[src/rtl/core/alu32sf_pkg.sv]
// Shared types, opcodes and control structs for the 32-bit sticky-flag ALU.
package alu32sf_pkg;

  localparam int unsigned DataW = 32;
  localparam int unsigned CntW  = $clog2(DataW);

  localparam logic [3:0] OP_ADD  = 4'd0;
  localparam logic [3:0] OP_ADDC = 4'd1;
  localparam logic [3:0] OP_SUB  = 4'd2;
  localparam logic [3:0] OP_SUBC = 4'd3;
  localparam logic [3:0] OP_MUL  = 4'd4;
  localparam logic [3:0] OP_DIV  = 4'd6;
  localparam logic [3:0] OP_SHL  = 4'd8;
  localparam logic [3:0] OP_SHR  = 4'd9;
  localparam logic [3:0] OP_ROL  = 4'd10;
  localparam logic [3:0] OP_ROR  = 4'd11;
  localparam logic [3:0] OP_AND  = 4'd12;
  localparam logic [3:0] OP_NOT  = 4'd13;
  localparam logic [3:0] OP_OR   = 4'd14;
  localparam logic [3:0] OP_XOR  = 4'd15;

  typedef struct packed {
    logic [3:0]       kind;
    logic [DataW-1:0] base_value;
    logic [DataW-1:0] modifier_value;
  } in_beat_t;

  typedef struct packed {
    logic [DataW-1:0] result_value;
    logic             zero_out;
    logic             negative_out;
    logic             carry_out;
    logic             overflow_out;
  } out_beat_t;

  // sequencer -> datapath
  typedef struct packed {
    logic load;
    logic exec;
    logic iter;
    logic commit;
  } alu32sf_ctl_t;

  // datapath -> flag logic
  typedef struct packed {
    logic [DataW-1:0] res;
    logic             carry_hit;
    logic             base_neg;
  } alu32sf_res_t;

  function automatic logic is_multi(input logic [3:0] kind);
    return (kind == OP_MUL) || (kind == OP_DIV);
  endfunction

endpackage

[src/rtl/core/alu32sf_seq.sv]
// Sequencer: load, single step or 32 shared-adder iterations, then commit.
module alu32sf_seq (
  input  logic                        clk,
  input  logic                        rst_n,
  input  logic                        in_fire,
  input  logic                        in_multi,
  input  logic                        out_free,
  output logic                        idle,
  output alu32sf_pkg::alu32sf_ctl_t   ctl
);
  import alu32sf_pkg::*;

  typedef enum logic [3:0] {
    S_IDLE = 4'b0001,
    S_EXEC = 4'b0010,
    S_ITER = 4'b0100,
    S_DONE = 4'b1000
  } state_t;

  state_t          state_r, state_nxt;
  logic [CntW-1:0] cnt_r, cnt_nxt;

  always_comb begin
    state_nxt = state_r;
    cnt_nxt   = cnt_r;
    case (state_r)
      S_IDLE: begin
        if (in_fire) begin
          state_nxt = in_multi ? S_ITER : S_EXEC;
          cnt_nxt   = CntW'(DataW - 1);
        end
      end
      S_EXEC: state_nxt = S_DONE;
      S_ITER: begin
        if (cnt_r == '0) begin
          state_nxt = S_DONE;
        end else begin
          cnt_nxt = cnt_r - 1'b1;
        end
      end
      S_DONE: begin
        if (out_free) begin
          state_nxt = S_IDLE;
        end
      end
      default: state_nxt = S_IDLE;
    endcase
  end

  always_ff @(posedge clk) begin
    if (!rst_n) begin
      state_r <= S_IDLE;
      cnt_r   <= '0;
    end else begin
      state_r <= state_nxt;
      cnt_r   <= cnt_nxt;
    end
  end

  assign idle       = (state_r == S_IDLE);
  assign ctl.load   = in_fire;
  assign ctl.exec   = (state_r == S_EXEC);
  assign ctl.iter   = (state_r == S_ITER);
  assign ctl.commit = (state_r == S_DONE) && out_free;

endmodule

[src/rtl/core/alu32sf_dp.sv]
// Datapath: operand registers, one shared 33-bit adder, shifts and logic ops.
module alu32sf_dp (
  input  logic                        clk,
  input  alu32sf_pkg::in_beat_t       in_data,
  input  alu32sf_pkg::alu32sf_ctl_t   ctl,
  input  logic                        carry_in,
  output alu32sf_pkg::alu32sf_res_t   res
);
  import alu32sf_pkg::*;

  logic [3:0]       op_r;
  logic [DataW-1:0] a_r, b_r, acc_r, q_r;
  logic [DataW-1:0] acc_nxt, b_nxt, q_nxt, simple_res;
  logic [DataW:0]   add_x, add_y;
  logic             add_cin;
  logic [DataW+1:0] sum;
  logic             wide_shift;

  // shared adder operand select
  always_comb begin
    add_x   = '0;
    add_y   = '0;
    add_cin = 1'b0;
    case (op_r)
      OP_ADD:  begin add_x = {1'b0, a_r}; add_y = {1'b0, b_r}; end
      OP_ADDC: begin add_x = {1'b0, a_r}; add_y = {1'b0, b_r}; add_cin = carry_in; end
      OP_SUB:  begin add_x = {1'b0, a_r}; add_y = {1'b1, ~b_r}; add_cin = 1'b1; end
      OP_SUBC: begin add_x = {1'b0, a_r}; add_y = {1'b1, ~b_r}; add_cin = carry_in; end
      OP_MUL: begin
        add_x = {1'b0, acc_r};
        add_y = q_r[0] ? {1'b0, b_r} : '0;
      end
      OP_DIV: begin
        // trial subtract of divisor from shifted partial remainder
        add_x   = {acc_r, q_r[DataW-1]};
        add_y   = {1'b1, ~b_r};
        add_cin = 1'b1;
      end
      default: ;
    endcase
  end

  assign sum = {1'b0, add_x} + {1'b0, add_y} + {{(DataW+1){1'b0}}, add_cin};

  assign wide_shift = |b_r[DataW-1:CntW];

  always_comb begin
    case (op_r)
      OP_ADD, OP_ADDC,
      OP_SUB, OP_SUBC: simple_res = sum[DataW-1:0];
      OP_SHL:          simple_res = wide_shift ? '0 : (a_r << b_r[CntW-1:0]);
      OP_SHR:          simple_res = wide_shift ? '0 : (a_r >> b_r[CntW-1:0]);
      OP_ROL, OP_OR:   simple_res = a_r | b_r;
      OP_ROR, OP_XOR:  simple_res = a_r ^ b_r;
      OP_AND:          simple_res = a_r & b_r;
      OP_NOT:          simple_res = ~a_r;
      default:         simple_res = '0;
    endcase
  end

  always_comb begin
    acc_nxt = acc_r;
    b_nxt   = b_r;
    q_nxt   = q_r;
    if (ctl.exec) begin
      acc_nxt = simple_res;
    end else if (ctl.iter) begin
      if (op_r == OP_MUL) begin
        acc_nxt = sum[DataW-1:0];
        b_nxt   = b_r << 1;
        q_nxt   = q_r >> 1;
      end else begin
        // sum[DataW+1] set means no borrow: quotient bit is one
        acc_nxt = sum[DataW+1] ? sum[DataW-1:0] : {acc_r[DataW-2:0], q_r[DataW-1]};
        q_nxt   = {q_r[DataW-2:0], sum[DataW+1]};
      end
    end
  end

  always_ff @(posedge clk) begin
    if (ctl.load) begin
      op_r  <= in_data.kind;
      a_r   <= in_data.base_value;
      acc_r <= '0;
      if (in_data.kind == OP_MUL) begin
        b_r <= in_data.base_value;
        q_r <= in_data.modifier_value;
      end else begin
        b_r <= in_data.modifier_value;
        q_r <= in_data.base_value;
      end
    end else begin
      acc_r <= acc_nxt;
      b_r   <= b_nxt;
      q_r   <= q_nxt;
    end
  end

  assign res.res       = (op_r == OP_DIV) ? q_r : acc_r;
  assign res.carry_hit = ((op_r == OP_ADD) || (op_r == OP_ADDC)) && (acc_r < a_r);
  assign res.base_neg  = a_r[DataW-1];

endmodule

[src/rtl/core/alu_32bit_sticky_flags.sv]
// Top level: 32-bit iterative ALU with sticky flags and a registered result beat.
// Sequence: mul/div go from input beat to result through load, 32 shared-adder
//   iterations and commit; all other ops through load, one execute step and commit.
// One item in flight: a new input beat is taken only when the sequencer is idle,
//   after the previous item has committed; commit waits for a free result slot.
// Reset (rst_n low, synchronous): sequencer idle, all four flags cleared, no result.
module alu_32bit_sticky_flags (
  input  logic                   clk,
  input  logic                   rst_n,
  input  logic                   in_valid,
  output logic                   in_ready,
  input  alu32sf_pkg::in_beat_t  in_data,
  output logic                   out_valid,
  input  logic                   out_ready,
  output alu32sf_pkg::out_beat_t out_data
);
  import alu32sf_pkg::*;

  alu32sf_ctl_t ctl;
  alu32sf_res_t dp_res;

  logic      in_fire, out_free, idle;
  logic      zero_r, neg_r, carry_r, ovf_r;
  logic      zero_nxt, neg_nxt, carry_nxt, ovf_nxt;
  logic      out_valid_r;
  out_beat_t out_r;

  // Input beat only taken when the sequencer is idle; the output register
  // lets a new item start while the previous result waits to be taken.
  assign in_ready = idle;
  assign in_fire  = in_valid && idle;
  // Result slot is free if empty or being drained this cycle.
  assign out_free = !out_valid_r || out_ready;

  alu32sf_seq u_seq (
    .clk      (clk),
    .rst_n    (rst_n),
    .in_fire  (in_fire),
    .in_multi (is_multi(in_data.kind)),
    .out_free (out_free),
    .idle     (idle),
    .ctl      (ctl)
  );

  // Datapath reads the carry flag for add-with-carry / sub-with-borrow.
  alu32sf_dp u_dp (
    .clk      (clk),
    .in_data  (in_data),
    .ctl      (ctl),
    .carry_in (carry_r),
    .res      (dp_res)
  );

  // Sticky flags: only ever set. Overflow looks at the updated negative flag.
  assign zero_nxt  = zero_r  || (dp_res.res == '0);
  assign neg_nxt   = neg_r   || dp_res.res[DataW-1];
  assign carry_nxt = carry_r || dp_res.carry_hit;
  assign ovf_nxt   = ovf_r   || (neg_nxt && !dp_res.base_neg);

  always_ff @(posedge clk) begin
    if (!rst_n) begin
      zero_r      <= 1'b0;
      neg_r       <= 1'b0;
      carry_r     <= 1'b0;
      ovf_r       <= 1'b0;
      out_valid_r <= 1'b0;
    end else begin
      if (ctl.commit) begin
        zero_r      <= zero_nxt;
        neg_r       <= neg_nxt;
        carry_r     <= carry_nxt;
        ovf_r       <= ovf_nxt;
        out_valid_r <= 1'b1;
      end else if (out_ready) begin
        out_valid_r <= 1'b0;
      end
    end
  end

  // Result payload; no reset needed.
  always_ff @(posedge clk) begin
    if (ctl.commit) begin
      out_r.result_value <= dp_res.res;
      out_r.zero_out     <= zero_nxt;
      out_r.negative_out <= neg_nxt;
      out_r.carry_out    <= carry_nxt;
      out_r.overflow_out <= ovf_nxt;
    end
  end

  assign out_valid = out_valid_r;
  assign out_data  = out_r;

endmodule

[config.mk]
export PLATFORM = sky130hd
export DESIGN_NAME = alu_32bit_sticky_flags
export DESIGN_NICKNAME = d
export VERILOG_FILES = /design/src/rtl/core/alu32sf_pkg.sv /design/src/rtl/core/alu32sf_seq.sv /design/src/rtl/core/alu32sf_dp.sv /design/src/rtl/core/alu_32bit_sticky_flags.sv
export SDC_FILE = /design/constraint.sdc
export NUM_CORES = 1
export LEC_CHECK = 0
export ABC_AREA = 1
export BUFFER_PORTS_ARGS = -buffer_cell sky130_fd_sc_hd__buf_4
export CAP_MARGIN = 40
export CORE_UTILIZATION = 30
export DETAILED_ROUTE_END_ITERATION = 6
export MAX_ROUTING_LAYER = met4
export PLACE_DENSITY = 0.57
export SETUP_SLACK_MARGIN = 0.02
export SYNTH_ARGS = -nofsm -noshare
export SYNTH_HDL_FRONTEND = slang
export SYNTH_SLANG_ARGS = --single-unit
export TNS_END_PERCENT = 1
[constraint.sdc]
create_clock -name clk -period 8.9 [get_ports clk]
set_input_delay 0 -clock clk [delete_from_list [all_inputs] [get_ports clk]]
set_output_delay 0 -clock clk [all_outputs]
set_load 0.01 [all_outputs]
==> flow_summary.json <==
{
  "relSlewSlack": 0.434,
  "power_mw": 5.38,
  "holdPathEnd": "u_dp.q_r[1]",
  "detailed_place_hpwl_mm": 59.4,
  "critPathMaxFanout": 36,
  "die_x_um": 248,
  "finalSetupTns_ns": 0,
  "antenna_found_initial": 3,
  "r2r_cells": 22,
  "first_iter_violations": 2096,
  "start_kind": "flip-flop",
  "path_common_cell": "nor2_1",
  "syn_area_um2": 18200,
  "fin_hold_ws_ns": 0.0367,
  "power_leakage_nw": 10.1,
  "finalClockSkew_ns": 0.0144,
  "grt_max_degree": 79,
  "layout.nets": 3140,
  "worst_pin_slew_ns": 0.849,
  "ys_ff_latch": 182,
  "clockBufferDepth": 2,
  "final_cell_mix": "889 x nand2_1, 346 x nand3_1, 323 x inv_1",
  "status": "complete, but fails checks",
  "finalMaxSlewViolations": 0,
  "critPathArrivalTime_ns": 5.20,
  "ant_nets": 0,
  "period_needed_ns": 4.83,
  "max_freq_mhz": 207,
  "ys_seq_area_frac": 0.275,
  "rows": 89,
  "dieArea_um2": 61700,
  "finalSetupViolCount": 0,
  "h-tree-depth": 4,
  "drc": 8,
  "grtUsageTotal": 0.253,
  "cpPeakStageDelay_ns": 0.56,
  "path_class": "reg -> reg",
  "min_from": "in_data[1]",
  "cts_buffers": 17,
  "cpMaxStageDelayCell": "inv_2",
  "yosysWarnings": 0,
  "finalHoldViolCount": 0,
  "synthCells": 2852,
  "hold_depth": 3,
  "grt_pass1_wl_mm": 113,
  "hold_class": "in -> reg",
  "fin_crit_sh": 0.542,
  "worstPathRequired_ns": 9.27,
  "io_buffers": 109,
  "rsz0062_at_grt": "false",
  "wl_per_cell_um": 20.5,
  "gp_congestion": 1.00,
  "power_density_nw_per_um2": 257,
  "core_um2": 59500,
  "area_delta_synth_final_pct": 15.2,
  "reg2reg_to": "u_dp.acc_r[3]",
  "ys_top_cells_by_area": "edfxtp_1 22%, nand2_1 18%, nand3_1 9.5%",
  "gr-total-overflow": 0,
  "crit_chain": "buf_4 > clkinv_2 > nand2_2 > nor2_4 > inv_2 > o21ai_0 > inv_1 > buf_16 > a21oi_1 > ha_1 > nand2_2 > inv_1 > a21oi_1 > nor2_1 > nor2_1 > nand2_1 > nor2_4 > nand2_4 > o21ai_1 > nor2_1 > nor2_1 > nor2_1",
  "synth_top_area_share": 0.224,
  "drive_gt1_frac": 0.0783,
  "ff2ff_setup_slack_ns": 4.07,
  "ioPinCount": 110,
  "max_cap_violations": 0,
  "syn_nets": 3056,
  "fill_cells": 6596,
  "cts_resized": 0,
  "syn_avg_cell_area_um2": 6.38,
  "r2r-start": "u_dp.op_r[1]",
  "clk_pin_slew_worst_paths_ns": 0.08,
  "end_kind": "flip-flop",
  "multi_input_area_um2": 11200,
  "cts.sinks": 182,
  "start_util": 0.306,
  "wl_mm": 76.3,
  "cts_tree": "built",
  "synth_cell_type_count": 53,
  "cts-root-buf": "clkbuf_16",
  "final_common_cell": "nand2_1",
  "grt_pass1_vias": 18233,
  "seqCellArea_um2": 5000,
  "dr.pass1.iters": 7,
  "die_y_um": 248,
  "clock_latency_ns": 0.48,
  "violations": "design-rule violations",
  "synth_top_area_cell": "edfxtp_1",
  "vias_per_cell": 5.35,
  "ir_drop_mv": 0.154,
  "vias": 19943
}
[where the power goes]
part	leakage, nW	internal [mW]	switching [mW]
Clock	0.290	0.425	0.390
Sequential	1.65	1.26	0.307
Combinational	8.13	0.962	2.03
[registers in the layout (all words and copies together) (netlist names)]
register and count:
u_seq.state_r 4, u_dp.a_r 32, neg_r 1, out_valid 1, u_dp.op_r 4, zero_r 1, carry_r 1, u_dp.q_r 32
u_dp.b_r 32, ovf_r 1, u_seq.cnt_r 5, u_dp.acc_r 32, out_data 36
[area by class of cell]
cell class | count | area share
well taps | 773 | 0.0461
repair buffers | 211 | 0.0887
flip-flops and latches | 182 | 0.239
inverters | 344 | 0.0621
clock inverters | 15 | 0.00889
clock buffers | 17 | 0.0203
multi-input cells | 2180 | 0.535
diodes | 3 | 0.000358
[per-layer routing]
| metal | global-route usage | routed length, um | up-vias | part of all wire |
|---|---|---|---|---|
| li1 | - | - | 9692 | - |
| met5 | - | 0 | - | 0 |
| met4 | 0.0595 | 1530 | 0 | 0.020 |
| met2 | 0.379 | 33500 | 794 | 0.44 |
| met1 | 0.341 | 34300 | 9374 | 0.45 |
| met3 | 0.0600 | 7080 | 83 | 0.093 |
[worst max-delay path by stage]
stage	start	end	slack [ns]	cells after the start
global route	u_dp.op_r[1]	u_dp.acc_r[19]	3.72	23
finish	u_dp.op_r[1]	u_dp.acc_r[3]	4.07	22
global placement	u_dp.op_r[1]	u_dp.acc_r[27]	3.64	21
floorplan	u_dp.op_r[3]	u_dp.b_r[0]	4.94	6
CTS	u_dp.op_r[1]	u_dp.acc_r[3]	4.09	22
detailed placement	u_dp.op_r[1]	u_dp.acc_r[3]	4.09	22
[cells by family (layout without fill, tap and decap cells)]
| kind of cell | count (synthesis) | after routing | synth area share |
|---|---|---|---|
| flops | 182 | 182 | 0.275 |
| fa+ha+maj | 132 | 132 | 0.0915 |
| other cells | 0 | 3 | 0 |
| compound gates | 503 | 503 | 0.162 |
| xor+xnor | 11 | 11 | 0.00529 |
| simple gates | 1534 | 1534 | 0.356 |
| buf+inv | 490 | 587 | 0.111 |
[per-stage QoR]
| stage | cells | cell area, um^2 | utilization | worst slack, ns |
|---|---|---|---|---|
| final | 3725 | 21000 | 0.353 | 4.07 |
| after detailed placement | 3620 | 19600 | 0.330 | 4.09 |
| after global placement | 3614 | 19500 | 0.328 | 3.64 |
| after floorplan | 2852 | 18200 | - | 4.94 |
| after CTS | 3722 | 21000 | 0.352 | 4.09 |
| after global routing | 3725 | 21000 | 0.353 | 3.72 |
[synthesized netlist by cell type (all sizes together)]
cell     instances
nand4           25
or2              4
a21oi          152
o22ai           39
o2111ai          3
a31oi            5
a2111oi          2
clkbuf          72
a32oi           27
o21a             2
inv            342
o21ai          202
o21bai           2
clkinv           2
nor2           221
a22o             1
nand3b           4
nand3          348
edfxtp         136
a21o             2
nor4            11
xor2             8
or3              1
fa               2
a221oi           9
a211oi          19
nor3            12
xnor2            3
o32ai            2
o211ai           5
dfxtp           46
o221ai          31
nand2          901
ha             130
and2             7
buf             74
[what timing repair did]
| action | 4_1_cts | 5_1_grt |
|---|---|---|
| hold buffers | 70 | 0 |
| endpoints found under the hold margin | 113 | 0 |
| setup buffers | 0 | 0 |
[worst max-delay path, delay by kind of cell, from the launching register on]
kind            cells  cell delay [ns]
compound gates      4             0.69
flops               1             0.32
buf+inv             6             1.71
fa+ha+maj           1             0.35
simple gates       11             1.52
No activity file was read; power rests on OpenSTA's default activity.
